## config.mk

```make
export PLATFORM = sky130hd
export DESIGN_NAME = gcode_word_tokenizer_dispatcher_top
export DESIGN_NICKNAME = d
export VERILOG_FILES = /design/src/hw/rtl/gwtd_pkg.sv /design/src/hw/rtl/gwtd_front.sv /design/src/hw/rtl/gwtd_queue.sv /design/src/hw/rtl/gwtd_back.sv /design/src/hw/rtl/gcode_word_tokenizer_dispatcher_top.sv
export SDC_FILE = /design/constraint.sdc
export NUM_CORES = 1
export LEC_CHECK = 0
export BUFFER_PORTS_ARGS = -buffer_cell sky130_fd_sc_hd__clkbuf_2
export CAP_MARGIN = 10
export CORE_ASPECT_RATIO = 1.1
export CORE_MARGIN = 3
export CORE_UTILIZATION = 55
export DETAILED_ROUTE_END_ITERATION = 7
export PLACE_DENSITY = 0.69
export SYNTH_ARGS = -nofsm -noshare
export SYNTH_HDL_FRONTEND = slang
export SYNTH_SLANG_ARGS = --single-unit
```

## constraint.sdc

```tcl
create_clock -name clk -period 5.7 [get_ports clk]
set_input_delay 1.14 -clock clk [delete_from_list [all_inputs] [get_ports clk]]
set_output_delay 1.14 -clock clk [all_outputs]
set_load 0.05 [all_outputs]
```

## src/hw/rtl/gwtd_pkg.sv

```systemverilog
`timescale 1ns / 1ps
package gwtd_pkg;

    localparam int MAX_FRACTION_DIGITS_DEF = 4;
    localparam int QUEUE_DEPTH_DEF         = 2;

    localparam logic [7:0] CH_NUL   = 8'h00;
    localparam logic [7:0] CH_NL    = 8'h0A;
    localparam logic [7:0] CH_SPACE = 8'h20;
    localparam logic [7:0] CH_MINUS = 8'h2D;
    localparam logic [7:0] CH_POINT = 8'h2E;
    localparam logic [7:0] CH_ZERO  = 8'h30;
    localparam logic [7:0] CH_G     = 8'h47;
    localparam logic [7:0] CH_X     = 8'h58;
    localparam logic [7:0] CH_Y     = 8'h59;
    localparam logic [7:0] CH_Z     = 8'h5A;

    typedef enum logic [2:0] {
        ACT_NONE  = 3'd0,
        ACT_STOP  = 3'd1,
        ACT_SET_X = 3'd2,
        ACT_SET_Y = 3'd3,
        ACT_SET_Z = 3'd4
    } action_t;

    typedef enum logic [1:0] {
        PH_IDLE,
        PH_LETTER,
        PH_NUMBER
    } phase_t;

    // one completed word, or an end-of-buffer marker, from tokenizer to dispatcher
    typedef struct packed {
        logic        emit;
        logic        flush;
        logic [7:0]  letter;
        logic        negative;
        logic [15:0] int_mag;
        logic        seen_point;
        logic [15:0] frac_acc;
        logic [2:0]  frac_cnt;
    } token_t;

endpackage

```

## src/hw/rtl/gwtd_front.sv

```systemverilog
`timescale 1ns / 1ps
module gwtd_front #(
    parameter int MAX_FRACTION_DIGITS = gwtd_pkg::MAX_FRACTION_DIGITS_DEF
) (
    input  logic            clk,
    input  logic            rst_n,
    input  logic [7:0]      text_byte,
    input  logic            last_byte,
    input  logic            in_valid,
    output logic            in_ready,
    output gwtd_pkg::token_t tok,
    output logic            tok_valid,
    input  logic            tok_ready
);
    import gwtd_pkg::*;

    phase_t      phase_reg, phase_next;
    logic [7:0]  letter_reg, letter_next;
    logic        neg_reg, neg_next;
    logic [15:0] int_reg, int_next;
    logic [15:0] frac_reg, frac_next;
    logic [2:0]  fcnt_reg, fcnt_next;
    logic        seen_reg, seen_next;

    phase_t      n_phase;
    logic [7:0]  n_letter;
    logic        n_neg;
    logic [15:0] n_int;
    logic [15:0] n_frac;
    logic [2:0]  n_fcnt;
    logic        n_seen;
    logic        is_sep;
    logic        sep_emit;
    logic        do_num;
    logic        accept;
    logic        close_word;
    logic [15:0] digit;

    assign in_ready = tok_ready;
    assign accept   = in_valid && tok_ready;
    assign is_sep   = (text_byte == CH_NL) || (text_byte == CH_SPACE) || (text_byte == CH_NUL);
    assign digit    = {8'h00, text_byte} - {8'h00, CH_ZERO};

    always_comb
    begin
        n_phase  = phase_reg;
        n_letter = letter_reg;
        n_neg    = neg_reg;
        n_int    = int_reg;
        n_frac   = frac_reg;
        n_fcnt   = fcnt_reg;
        n_seen   = seen_reg;
        sep_emit = 1'b0;
        do_num   = 1'b0;
        case (phase_reg)
            PH_IDLE:
            begin
                if (!is_sep)
                begin
                    n_letter = text_byte;
                    n_phase  = PH_LETTER;
                end
            end
            PH_LETTER:
            begin
                if (is_sep)
                    sep_emit = 1'b1;
                else
                begin
                    n_phase = PH_NUMBER;
                    if (text_byte == CH_MINUS)
                        n_neg = 1'b1;
                    else
                        do_num = 1'b1;
                end
            end
            PH_NUMBER:
            begin
                if (is_sep)
                    sep_emit = 1'b1;
                else
                    do_num = 1'b1;
            end
            default:
            begin
                n_phase = PH_IDLE;
            end
        endcase

        if (do_num)
        begin
            if (text_byte == CH_POINT)
                n_seen = 1'b1;
            else if (!seen_reg)
                n_int = {int_reg[12:0], 3'b000} + {int_reg[14:0], 1'b0} + digit;
            else if (fcnt_reg < 3'(MAX_FRACTION_DIGITS))
            begin
                n_frac = {frac_reg[12:0], 3'b000} + {frac_reg[14:0], 1'b0} + digit;
                n_fcnt = fcnt_reg + 3'd1;
            end
        end

        // separator emits the word as held; last byte emits it after this byte
        tok.emit       = sep_emit || (last_byte && (n_phase != PH_IDLE));
        tok.flush      = last_byte;
        tok.letter     = sep_emit ? letter_reg : n_letter;
        tok.negative   = sep_emit ? neg_reg    : n_neg;
        tok.int_mag    = sep_emit ? int_reg    : n_int;
        tok.seen_point = sep_emit ? seen_reg   : n_seen;
        tok.frac_acc   = sep_emit ? frac_reg   : n_frac;
        tok.frac_cnt   = sep_emit ? fcnt_reg   : n_fcnt;

        close_word = tok.emit || last_byte;
        tok_valid  = accept && close_word;

        phase_next  = phase_reg;
        letter_next = letter_reg;
        neg_next    = neg_reg;
        int_next    = int_reg;
        frac_next   = frac_reg;
        fcnt_next   = fcnt_reg;
        seen_next   = seen_reg;
        if (accept)
        begin
            if (close_word)
            begin
                phase_next  = PH_IDLE;
                letter_next = 8'h00;
                neg_next    = 1'b0;
                int_next    = 16'h0000;
                frac_next   = 16'h0000;
                fcnt_next   = 3'd0;
                seen_next   = 1'b0;
            end
            else
            begin
                phase_next  = n_phase;
                letter_next = n_letter;
                neg_next    = n_neg;
                int_next    = n_int;
                frac_next   = n_frac;
                fcnt_next   = n_fcnt;
                seen_next   = n_seen;
            end
        end
    end

    always_ff @(posedge clk or negedge rst_n)
    begin
        if (!rst_n)
        begin
            phase_reg  <= PH_IDLE;
            letter_reg <= 8'h00;
            neg_reg    <= 1'b0;
            int_reg    <= 16'h0000;
            frac_reg   <= 16'h0000;
            fcnt_reg   <= 3'd0;
            seen_reg   <= 1'b0;
        end
        else
        begin
            phase_reg  <= phase_next;
            letter_reg <= letter_next;
            neg_reg    <= neg_next;
            int_reg    <= int_next;
            frac_reg   <= frac_next;
            fcnt_reg   <= fcnt_next;
            seen_reg   <= seen_next;
        end
    end

endmodule

```

## src/hw/rtl/gwtd_queue.sv

```systemverilog
`timescale 1ns / 1ps
module gwtd_queue #(
    parameter int QUEUE_DEPTH = gwtd_pkg::QUEUE_DEPTH_DEF
) (
    input  logic             clk,
    input  logic             rst_n,
    input  gwtd_pkg::token_t push_tok,
    input  logic             push_valid,
    output logic             push_ready,
    output gwtd_pkg::token_t head_tok,
    output logic             head_valid,
    input  logic             pop
);
    import gwtd_pkg::*;

    localparam int PW = (QUEUE_DEPTH > 1) ? $clog2(QUEUE_DEPTH) : 1;
    localparam int CW = $clog2(QUEUE_DEPTH + 1);

    token_t          mem_reg [QUEUE_DEPTH];
    logic [PW-1:0]   wr_reg, wr_next;
    logic [PW-1:0]   rd_reg, rd_next;
    logic [CW-1:0]   cnt_reg, cnt_next;
    logic            do_push;
    logic            do_pop;

    assign push_ready = (cnt_reg < CW'(QUEUE_DEPTH));
    assign head_valid = (cnt_reg != '0);
    assign head_tok   = mem_reg[rd_reg];
    assign do_push    = push_valid && push_ready;
    assign do_pop     = pop && head_valid;

    always_comb
    begin
        wr_next  = wr_reg;
        rd_next  = rd_reg;
        cnt_next = cnt_reg;
        if (do_push)
            wr_next = (wr_reg == PW'(QUEUE_DEPTH - 1)) ? '0 : wr_reg + PW'(1);
        if (do_pop)
            rd_next = (rd_reg == PW'(QUEUE_DEPTH - 1)) ? '0 : rd_reg + PW'(1);
        if (do_push && !do_pop)
            cnt_next = cnt_reg + CW'(1);
        else if (do_pop && !do_push)
            cnt_next = cnt_reg - CW'(1);
    end

    always_ff @(posedge clk)
    begin
        if (do_push)
            mem_reg[wr_reg] <= push_tok;
    end

    always_ff @(posedge clk or negedge rst_n)
    begin
        if (!rst_n)
        begin
            wr_reg  <= '0;
            rd_reg  <= '0;
            cnt_reg <= '0;
        end
        else
        begin
            wr_reg  <= wr_next;
            rd_reg  <= rd_next;
            cnt_reg <= cnt_next;
        end
    end

endmodule

```

## src/hw/rtl/gwtd_back.sv

```systemverilog
`timescale 1ns / 1ps
module gwtd_back (
    input  logic             clk,
    input  logic             rst_n,
    input  gwtd_pkg::token_t head_tok,
    input  logic             head_valid,
    output logic             pop,
    output logic             res_valid,
    input  logic             res_ready,
    output logic [7:0]       word_letter,
    output logic [16:0]      signed_integer,
    output logic             has_fraction,
    output logic [15:0]      fraction_numerator,
    output logic [2:0]       fraction_digits,
    output logic [2:0]       action
);
    import gwtd_pkg::*;

    logic        move_reg, move_next;
    logic        valid_reg, valid_next;
    logic [7:0]  letter_reg;
    logic [16:0] sint_reg;
    logic        hasf_reg;
    logic [15:0] fnum_reg;
    logic [2:0]  fdig_reg;
    action_t     act_reg;

    logic [16:0] sval;
    action_t     act;
    logic        move_after;
    logic        handled;

    assign pop = head_valid && (!valid_reg || res_ready);

    always_comb
    begin
        sval = head_tok.negative ? (17'd0 - {1'b0, head_tok.int_mag})
                                 : {1'b0, head_tok.int_mag};
        act        = ACT_NONE;
        move_after = move_reg;
        handled    = 1'b0;
        if (move_reg)
        begin
            if (head_tok.letter == CH_X)
            begin
                act     = ACT_SET_X;
                handled = 1'b1;
            end
            else if (head_tok.letter == CH_Y)
            begin
                act     = ACT_SET_Y;
                handled = 1'b1;
            end
            else if (head_tok.letter == CH_Z)
            begin
                act     = ACT_SET_Z;
                handled = 1'b1;
            end
            else
                move_after = 1'b0;
        end
        if (!handled && (head_tok.letter == CH_G))
        begin
            if (sval == 17'd0)
                act = ACT_STOP;
            else if (sval == 17'd1)
            begin
                act        = ACT_STOP;
                move_after = 1'b1;
            end
        end

        move_next = move_reg;
        if (pop && head_tok.emit)
            move_next = move_after;
        if (pop && head_tok.flush)
            move_next = 1'b0;

        valid_next = valid_reg;
        if (pop && head_tok.emit)
            valid_next = 1'b1;
        else if (res_ready)
            valid_next = 1'b0;
    end

    always_ff @(posedge clk or negedge rst_n)
    begin
        if (!rst_n)
        begin
            move_reg  <= 1'b0;
            valid_reg <= 1'b0;
        end
        else
        begin
            move_reg  <= move_next;
            valid_reg <= valid_next;
        end
    end

    always_ff @(posedge clk)
    begin
        if (pop && head_tok.emit)
        begin
            letter_reg <= head_tok.letter;
            sint_reg   <= sval;
            hasf_reg   <= head_tok.seen_point;
            fnum_reg   <= head_tok.seen_point ? head_tok.frac_acc : 16'h0000;
            fdig_reg   <= head_tok.seen_point ? head_tok.frac_cnt : 3'd0;
            act_reg    <= act;
        end
    end

    assign res_valid          = valid_reg;
    assign word_letter        = letter_reg;
    assign signed_integer     = sint_reg;
    assign has_fraction       = hasf_reg;
    assign fraction_numerator = fnum_reg;
    assign fraction_digits    = fdig_reg;
    assign action             = act_reg;

endmodule

```

## src/hw/rtl/gcode_word_tokenizer_dispatcher_top.sv

```systemverilog
`timescale 1ns / 1ps
// A word's closing byte writes its token into the queue; the dispatcher then moves it
// into the result register, and waits while an earlier result is not yet taken.
// Throughput: one text byte per cycle while the queue has room; tokenizer and dispatcher
// are parted by a small token queue; the tokenizer does one times-ten accumulate per digit.
// Reset (rst_n, async, active low): between words, accumulators clear, move mode off,
// queue empty, no result pending.
module gcode_word_tokenizer_dispatcher_top #(
    parameter int MAX_FRACTION_DIGITS = gwtd_pkg::MAX_FRACTION_DIGITS_DEF,
    parameter int QUEUE_DEPTH         = gwtd_pkg::QUEUE_DEPTH_DEF
) (
    input  logic        clk,
    input  logic        rst_n,
    input  logic        s_axis_tvalid,
    output logic        s_axis_tready,
    input  logic [7:0]  s_axis_tdata,   // text_byte
    input  logic        s_axis_tlast,   // last_byte
    output logic        m_axis_tvalid,
    input  logic        m_axis_tready,
    // word_letter[7:0], signed_integer[24:8], has_fraction[25],
    // fraction_numerator[41:26], fraction_digits[44:42], action[47:45]
    output logic [47:0] m_axis_tdata
);
    import gwtd_pkg::*;

    token_t      push_tok;
    token_t      head_tok;
    logic        push_valid;
    logic        push_ready;
    logic        head_valid;
    logic        pop;
    logic [7:0]  word_letter;
    logic [16:0] signed_integer;
    logic        has_fraction;
    logic [15:0] fraction_numerator;
    logic [2:0]  fraction_digits;
    logic [2:0]  action;

    gwtd_front #(
        .MAX_FRACTION_DIGITS(MAX_FRACTION_DIGITS)
    ) u_front (
        .clk       (clk),
        .rst_n     (rst_n),
        .text_byte (s_axis_tdata),
        .last_byte (s_axis_tlast),
        .in_valid  (s_axis_tvalid),
        .in_ready  (s_axis_tready),
        .tok       (push_tok),
        .tok_valid (push_valid),
        .tok_ready (push_ready)
    );

    gwtd_queue #(
        .QUEUE_DEPTH(QUEUE_DEPTH)
    ) u_queue (
        .clk        (clk),
        .rst_n      (rst_n),
        .push_tok   (push_tok),
        .push_valid (push_valid),
        .push_ready (push_ready),
        .head_tok   (head_tok),
        .head_valid (head_valid),
        .pop        (pop)
    );

    gwtd_back u_back (
        .clk                (clk),
        .rst_n              (rst_n),
        .head_tok           (head_tok),
        .head_valid         (head_valid),
        .pop                (pop),
        .res_valid          (m_axis_tvalid),
        .res_ready          (m_axis_tready),
        .word_letter        (word_letter),
        .signed_integer     (signed_integer),
        .has_fraction       (has_fraction),
        .fraction_numerator (fraction_numerator),
        .fraction_digits    (fraction_digits),
        .action             (action)
    );

    assign m_axis_tdata = {action, fraction_digits, fraction_numerator,
                           has_fraction, signed_integer, word_letter};

endmodule
```

==> reports/results.ini, run 1 <==
[run_status]
outcome = finished, final reports clean

[clocking]
ctsHoldBuffers = 0
cts_tree = done
cts.sinks = 195
numCtsBuffers = 17
cts_htree_levels = 4
postCtsSetupRepairBufs = 0
clk_pin_slew_worst_paths_ps = 70
cts_max_path_buffers = 2
cts_resized = 0
clk_latency_ps = 440
clock_tree.root_cell = clkbuf_16

[power_and_ir_drop]
p_seq_frac = 0.379
p_leak_uw = 0.00477
p_sw_frac = 0.418
vdd_drop_max_mv = 0.262
clockPowerShare = 0.204
switchingPower_uw = 2430
combPwrFrac = 0.417
p_int_uw = 3390
powerDensity_nw_per_um2 = 510

[setup_path]
crit_cells = 14
r2r-end = u_back.move_reg
crit_path_end_kind = flip-flop
path_class = in -> reg
crit_chain = clkbuf_2 > ha_1 > nor3_2 > buf_4 > fa_1 > ha_1 > a21oi_1 > o21ai_0 > a21o_1 > a21oi_1 > o21ai_0 > a21oi_1 > xnor2_1 > mux2_2
cpMaxStageDelayCell = fa_1
critPathBufInv = 2
crit_path_start = s_axis_tdata[4]
critical_path.endpoint = u_queue.mem_reg[0][18]
r2r_start = u_queue.rd_reg
worst_path_largest_cell_delay_ps = 470
critPathTopFamily = adder cells
crit_fanout = 15
critical_path_required_ps = 5880
cpMostUsedCell = a21oi_1
crit_path_start_kind = primary input
r2r_setup_slack_ps = 2140
reg2regPathDepth = 7
crit_arrival_ps = 4320

[synth]
synth_adder_area_share = 0.100
avgSynthCellArea_um2 = 12.6
yosys.area_share.simple = 0.0869
synth_seq_cells = 195
synth_fp_nets = 889
synth-xor-area-share = 0.0422
synth_cell_types = 60
synth-compound-area-share = 0.108
synth_top_family_by_area = compound AO/OA/AOI/OAI gates
syn_area_um2 = 10200
ys.flop_type = edfxtp_1
synthArstFlopShare = 0.272
synthCells = 810
ys_warn_count = 0
synth_edf_count = 142
synth-seq-area-share = 0.549
synthMuxAreaShare = 0.0801

[sta]
setup_viol = 0
max_slew_margin = 0.295
hold_viol_final = 0
worst_pin_slew_ps = 1050
timing.final.crit_share = 0.726
fmax_mhz = 242
rsz0062_at_grt = false
skew_ps = 11.8
timing.hold.ws_ps = 501
tns_ps = 0
slew_violations = 0
fin_crit_ps = 4140

[routing]
viasPerCell = 5.79
ant_nets = 0
postRouteWirelength_mm = 21.3
drtPass1Iterations = 5
wl_per_cell_um = 18.8
drtIter0Drc = 388
drc_errors = 0
dr_total_vias = 6547

[placed_design]
port_buffers = 62
dp_hpwl_mm = 15.5
gp_congestion = 0.986

[floorplanning]
die-width_um = 136
dieArea_um2 = 20200
rows = 51
io_pins = 63
die_y_um = 149
core_um2 = 17900
initial_utilization = 0.568

[global_route]
grt.overflow.total = 0
grt_pass1_wl_mm = 34.5
grt_antenna_before_repair = 0
grt_pass1_vias = 6604
grt_use_total = 0.222
grt_max_degree = 54

[layout]
n_fill_cell = 1338
num_antenna_cells = 0
largest_reg_flops = 94
drive_gt1_frac = 0.180
nets = 959
syn2layout_area_growth_pct = 12.1

[min_path]
hold_class = reg -> reg

[job]
maxCapViolCount = 0

[through the flow]
step / instances / setup WS, ps / cell area (um2) / power [uW] / utilization
final: 1131 / 1560 / 11400 / 5820 / 0.637
after floorplan: 810 / 199 / 10200 / 4050 / -
after detailed placement: 1099 / 1140 / 10800 / 4650 / 0.603
after CTS: 1131 / 1590 / 11400 / 5840 / 0.637
after global routing: 1131 / 1390 / 11400 / 6150 / 0.637
after global placement: 1099 / 1210 / 10800 / 4570 / 0.603
[layout make-up]
class | count | area (um2) | share of cell area
sequential | 195 | 5590 | 0.490
inverter | 61 | 229 | 0.0201
clock buffer | 17 | 425 | 0.0373
timing repair buffer | 74 | 413 | 0.0362
multi-input combinational | 531 | 4280 | 0.375
clock inverter | 15 | 179 | 0.0157
tap | 238 | 298 | 0.0261
[how the worst min path moves through the flow]
stage,start,end,depth (start not counted)
CTS,u_front.frac_reg[14],u_front.frac_reg[14],2
global route,u_front.letter_reg[7],u_front.letter_reg[7],1
finish,u_front.frac_reg[14],u_front.frac_reg[14],2
floorplan,u_front.frac_reg[14],u_front.frac_reg[14],2
global placement,u_front.frac_reg[14],u_front.frac_reg[14],2
detailed placement,u_front.frac_reg[14],u_front.frac_reg[14],2
[cell usage after synthesis, types with 4 or more instances]
cell      number  area share
ha_1          40       0.049
mux2i_1       41       0.040
a31oi_1        4      0.0025
nor3_1        18      0.0088
nor4_1         5      0.0031
o31ai_1        6      0.0044
a21o_1         7      0.0052
or3_1          9      0.0055
o22ai_1        4      0.0025
a21boi_0       6      0.0044
nand3_1        6      0.0029
o211ai_1       5      0.0037
edfxtp_1     142        0.42
o21a_1         8      0.0059
xnor2_1       33       0.028
nand2b_1       7      0.0043
nor2_1        56       0.021
a21oi_1       30       0.015
mux2_2        36       0.040
and3_1         6      0.0037
buf_2          9      0.0044
xor2_1        16       0.014
nand2_1       40       0.015
nor2b_1        9      0.0055
clkbuf_1      12      0.0044
dfrtp_1       53        0.13
and2_1         5      0.0031
inv_1         61       0.022
o21ai_0       36       0.018
a22o_1        28       0.024
fa_1          26       0.051
[cells in the final DEF (no fill, tap or decap), types with 9 or more instances in the layout]
| master | count |
|---|---|
| xnor2_1 | 33 |
| clkbuf_16 | 17 |
| inv_1 | 61 |
| o21ai_0 | 36 |
| or3_1 | 9 |
| mux2i_1 | 41 |
| buf_4 | 11 |
| nor3_1 | 16 |
| a21oi_1 | 30 |
| a22o_1 | 28 |
| ha_1 | 40 |
| edfxtp_1 | 142 |
| nor2_1 | 54 |
| mux2_2 | 36 |
| xor2_1 | 16 |
| nor2b_1 | 9 |
| fa_1 | 26 |
| dfrtp_1 | 52 |
| clkbuf_2 | 62 |
| nand2_1 | 40 |
[logic make-up after synthesis]
| group | after synthesis |
|---|---|
| fa+ha+maj | 66 |
| xor+xnor | 49 |
| compound gates | 161 |
| simple gates | 178 |
| flops | 195 |
| buf+inv | 84 |
| mux | 77 |
[routing by layer]
| layer | track usage | part of all wire | up-vias | routed length (um) |
|---|---|---|---|---|
| li1 | - | - | 3106 | - |
| met3 | 0.0430 | 0.050 | 28 | 1070 |
| met4 | 0.0691 | 0.019 | 0 | 403 |
| met5 | 0 | 0 | - | 0 |
| met1 | 0.318 | 0.47 | 3219 | 9930 |
| met2 | 0.347 | 0.46 | 194 | 9890 |
[power by group through the flow]
| stage | clock, uW | combinational [uW] | sequential (uW) |
|---|---|---|---|
| after floorplan | 0 | 1370 | 2670 |
| after global placement | 0 | 2350 | 2220 |
| after detailed placement | 0 | 2410 | 2240 |
| after CTS | 1210 | 2420 | 2210 |
| after global routing | 1280 | 2630 | 2240 |
| final | 1190 | 2420 | 2210 |
[worst min-delay path, cell delays in order, from the launching register on]
cell	delay [ps]
dfrtp_1	350
nand2_1	50
o21ai_0	60
Power figures use the tool's default switching activity.
==> inputs of run 2 (changes only) <==
--- a/config.mk
+++ b/config.mk
@@ -11,7 +11,7 @@
 export CORE_MARGIN = 3
 export CORE_UTILIZATION = 55
 export DETAILED_ROUTE_END_ITERATION = 7
-export PLACE_DENSITY = 0.69
+export PLACE_DENSITY = 0.72
 export SYNTH_ARGS = -nofsm -noshare
 export SYNTH_HDL_FRONTEND = slang
 export SYNTH_SLANG_ARGS = --single-unit
==> constraint.sdc (replaced) <==
create_clock -name clk -period 3.5 [get_ports clk]
set_input_delay 0.7 -clock clk [delete_from_list [all_inputs] [get_ports clk]]
set_output_delay 0.7 -clock clk [all_outputs]
set_load 0.05 [all_outputs]
==> run 2 against run 1 <==
  * First-iteration DRC count rose by 25%
  * Critical path depth fell by 2
  * Largest cell class unchanged
  * Non-clock buffer count rose by 60
  * Largest power group unchanged
  * Critical path type unchanged
==> reports/results.ini, run 2 (synthesis gave the netlist of run 1 again) <==
[min_path]
hold_class = in -> async

[routing]
drtIter0Drc = 486  ; +25%
ant_nets = 0  ; unchanged
drc_errors = 0  ; unchanged
drtPass1Iterations = 4  ; -1
dr_total_vias = 6706  ; +2.4%
viasPerCell = 5.63  ; -2.7%
postRouteWirelength_mm = 20.8  ; -2.4%
wl_per_cell_um = 17.5  ; -7.3%

[floorplanning]
rows = 51  ; unchanged
die-width_um = 136  ; unchanged
io_pins = 63  ; unchanged
dieArea_um2 = 20200  ; unchanged
core_um2 = 17900  ; unchanged
die_y_um = 149  ; unchanged
initial_utilization = 0.568  ; unchanged

[clocking]
clk_latency_ps = 440  ; about the same
cts_tree = done
ctsHoldBuffers = 0  ; unchanged
cts_htree_levels = 4  ; unchanged
cts_max_path_buffers = 2  ; unchanged
clock_tree.root_cell = clkbuf_16
cts.sinks = 195  ; unchanged
clk_pin_slew_worst_paths_ps = 70  ; about the same
numCtsBuffers = 17  ; unchanged

[setup_path]
crit_path_end_kind = flip-flop
crit_chain = clkbuf_2 > ha_4 > nor3_4 > fa_1 > ha_2 > or3_4 > o211ai_1 > a21boi_2 > o21a_1 > o2111ai_2 > o211ai_1 > mux2_4
crit_arrival_ps = 3590  ; -730 ps
cpMaxStageDelayCell = fa_1
critical_path_required_ps = 3690  ; -2190 ps
crit_path_start_kind = primary input
worst_path_largest_cell_delay_ps = 500  ; +30 ps
critPathTopFamily = compound AO/OA/AOI/OAI gates
cpMostUsedCell = o211ai_1
path_class = in -> reg
critPathBufInv = 1  ; -1
crit_fanout = 5  ; -10

[sta]
worst_slack_ps = 97.5  ; -1460 ps
timing.final.crit_share = 0.972
worst_pin_slew_ps = 633  ; -422 ps
fmax_mhz = 294
setup_viol = 0  ; unchanged
tns_ps = 0  ; unchanged
hold_viol_final = 0  ; unchanged
slew_violations = 0  ; unchanged
skew_ps = 12.0  ; +0.275 ps
rsz0062_at_grt = true
max_slew_margin = 0.566  ; +0.271
fin_crit_ps = 3400

[global_route]
grt_pass1_vias = 6710  ; +1.6%
grt_antenna_before_repair = 0  ; unchanged
grt_pass1_wl_mm = 34.5  ; about the same
top_usage_layer = met2
met3_usage = 0.0325  ; -0.0105
grt.overflow.total = 0  ; unchanged
grt_max_degree = 48  ; -11%
grt_use_total = 0.219  ; -0.00267
met1_usage = 0.309  ; -0.00867
use_met2 = 0.354  ; +0.00722

[layout]
final_cells = 1191  ; +5.3%
num_antenna_cells = 0  ; unchanged
syn2layout_area_growth_pct = 18.1
mostFrequentLayoutCell = edfxtp_1
final_cell_mix = edfxtp_1 (142), buf_4 (65), clkbuf_2 (62)
fin_area_um2 = 12000  ; +5.3%
drive_gt1_frac = 0.248  ; +0.0673
nets = 1019  ; +6.3%
largest_reg_flops = 94  ; unchanged

[power_and_ir_drop]
powerDensity_nw_per_um2 = 815  ; +60%
vdd_drop_max_mv = 0.634  ; +140%
total_power_uw = 9800  ; +68%
p_leak_uw = 0.00510  ; +6.9%

[placed_design]
port_buffers = 62  ; unchanged
pre_cts_ws_ps = -390  ; -1530 ps
dp_hpwl_mm = 15.8  ; +1.6%
gp_congestion = 0.885  ; -10%
placed_area_um2 = 11400  ; +5.2%
dp.cells = 1158  ; +5.4%

[run_status]
outcome = finished, final reports clean

[job]
maxCapViolCount = 0  ; unchanged

[run 2: changes by cell type in the layout (fill, tap and decap cells not counted), moves of 3 or more]
cell | before | now
mux2_2 | 36 | 33
o21ai_0 | 36 | 33
buf_12 | 1 | 5
a21oi_2 | 0 | 3
a21oi_1 | 30 | 27
inv_8 | 5 | 2
o21ai_1 | 3 | 6
mux2_4 | 0 | 3
ha_1 | 40 | 36
buf_4 | 11 | 65
[run 2: worst paths after layout]
check                                startpoint                endpoint  slack, ps  cells past startpoint
max                             s_axis_tdata[4]  u_queue.mem_reg[0][35]        100                     12
min                                       rst_n   u_front.letter_reg[4]        180                      1
max reg2reg                  u_front.int_reg[0]  u_queue.mem_reg[0][35]        340                     10
min reg2reg                u_front.frac_reg[14]    u_front.frac_reg[14]        490                      2
max in group asynchronous                 rst_n          u_queue.rd_reg       2600                      2
min in group clk           u_front.frac_reg[14]    u_front.frac_reg[14]        490                      2
[run 2: worst reg2reg max path, delay by kind of cell, from the launching register on]
kind	cells	cell delay (ps)
compound gates	7	1360
fa+ha+maj	2	830
flops	1	440
mux	1	290
[run 2: power by group]
group	internal, uW	switching (uW)
Clock	1070	866
Combinational	1580	2720
Sequential	3260	298
[run 2: per-stage QoR]
stage,hold slack (ps),utilization
floorplan,404,-
global placement,466,0.634
detailed placement,482,0.634
CTS,173,0.668
global route,192,0.671
finish,181,0.671
[run 2: layer usage]
metal | wire length [um] | up-vias
met1 | 9780 | 3320
li1 | - | 3212
met4 | 358 | 0
met3 | 716 | 31
met2 | 9930 | 143
met5 | 0 | -
[run 2: final cells by class]
type                    count  area (um2)
fillers                  1316        5910
flip-flops and latches    195        5590
multi-input cells         531        4380
repair buffers            134         921
clock buffers              17         425
well taps                 238         298
inverters                  61         229
clock inverters            15         175
[run 2: timing repair]
item / CTS / global route
setup endpoints to repair: 0 / 7
gates resized for setup: 0 / 9
setup buffers: 0 / 1
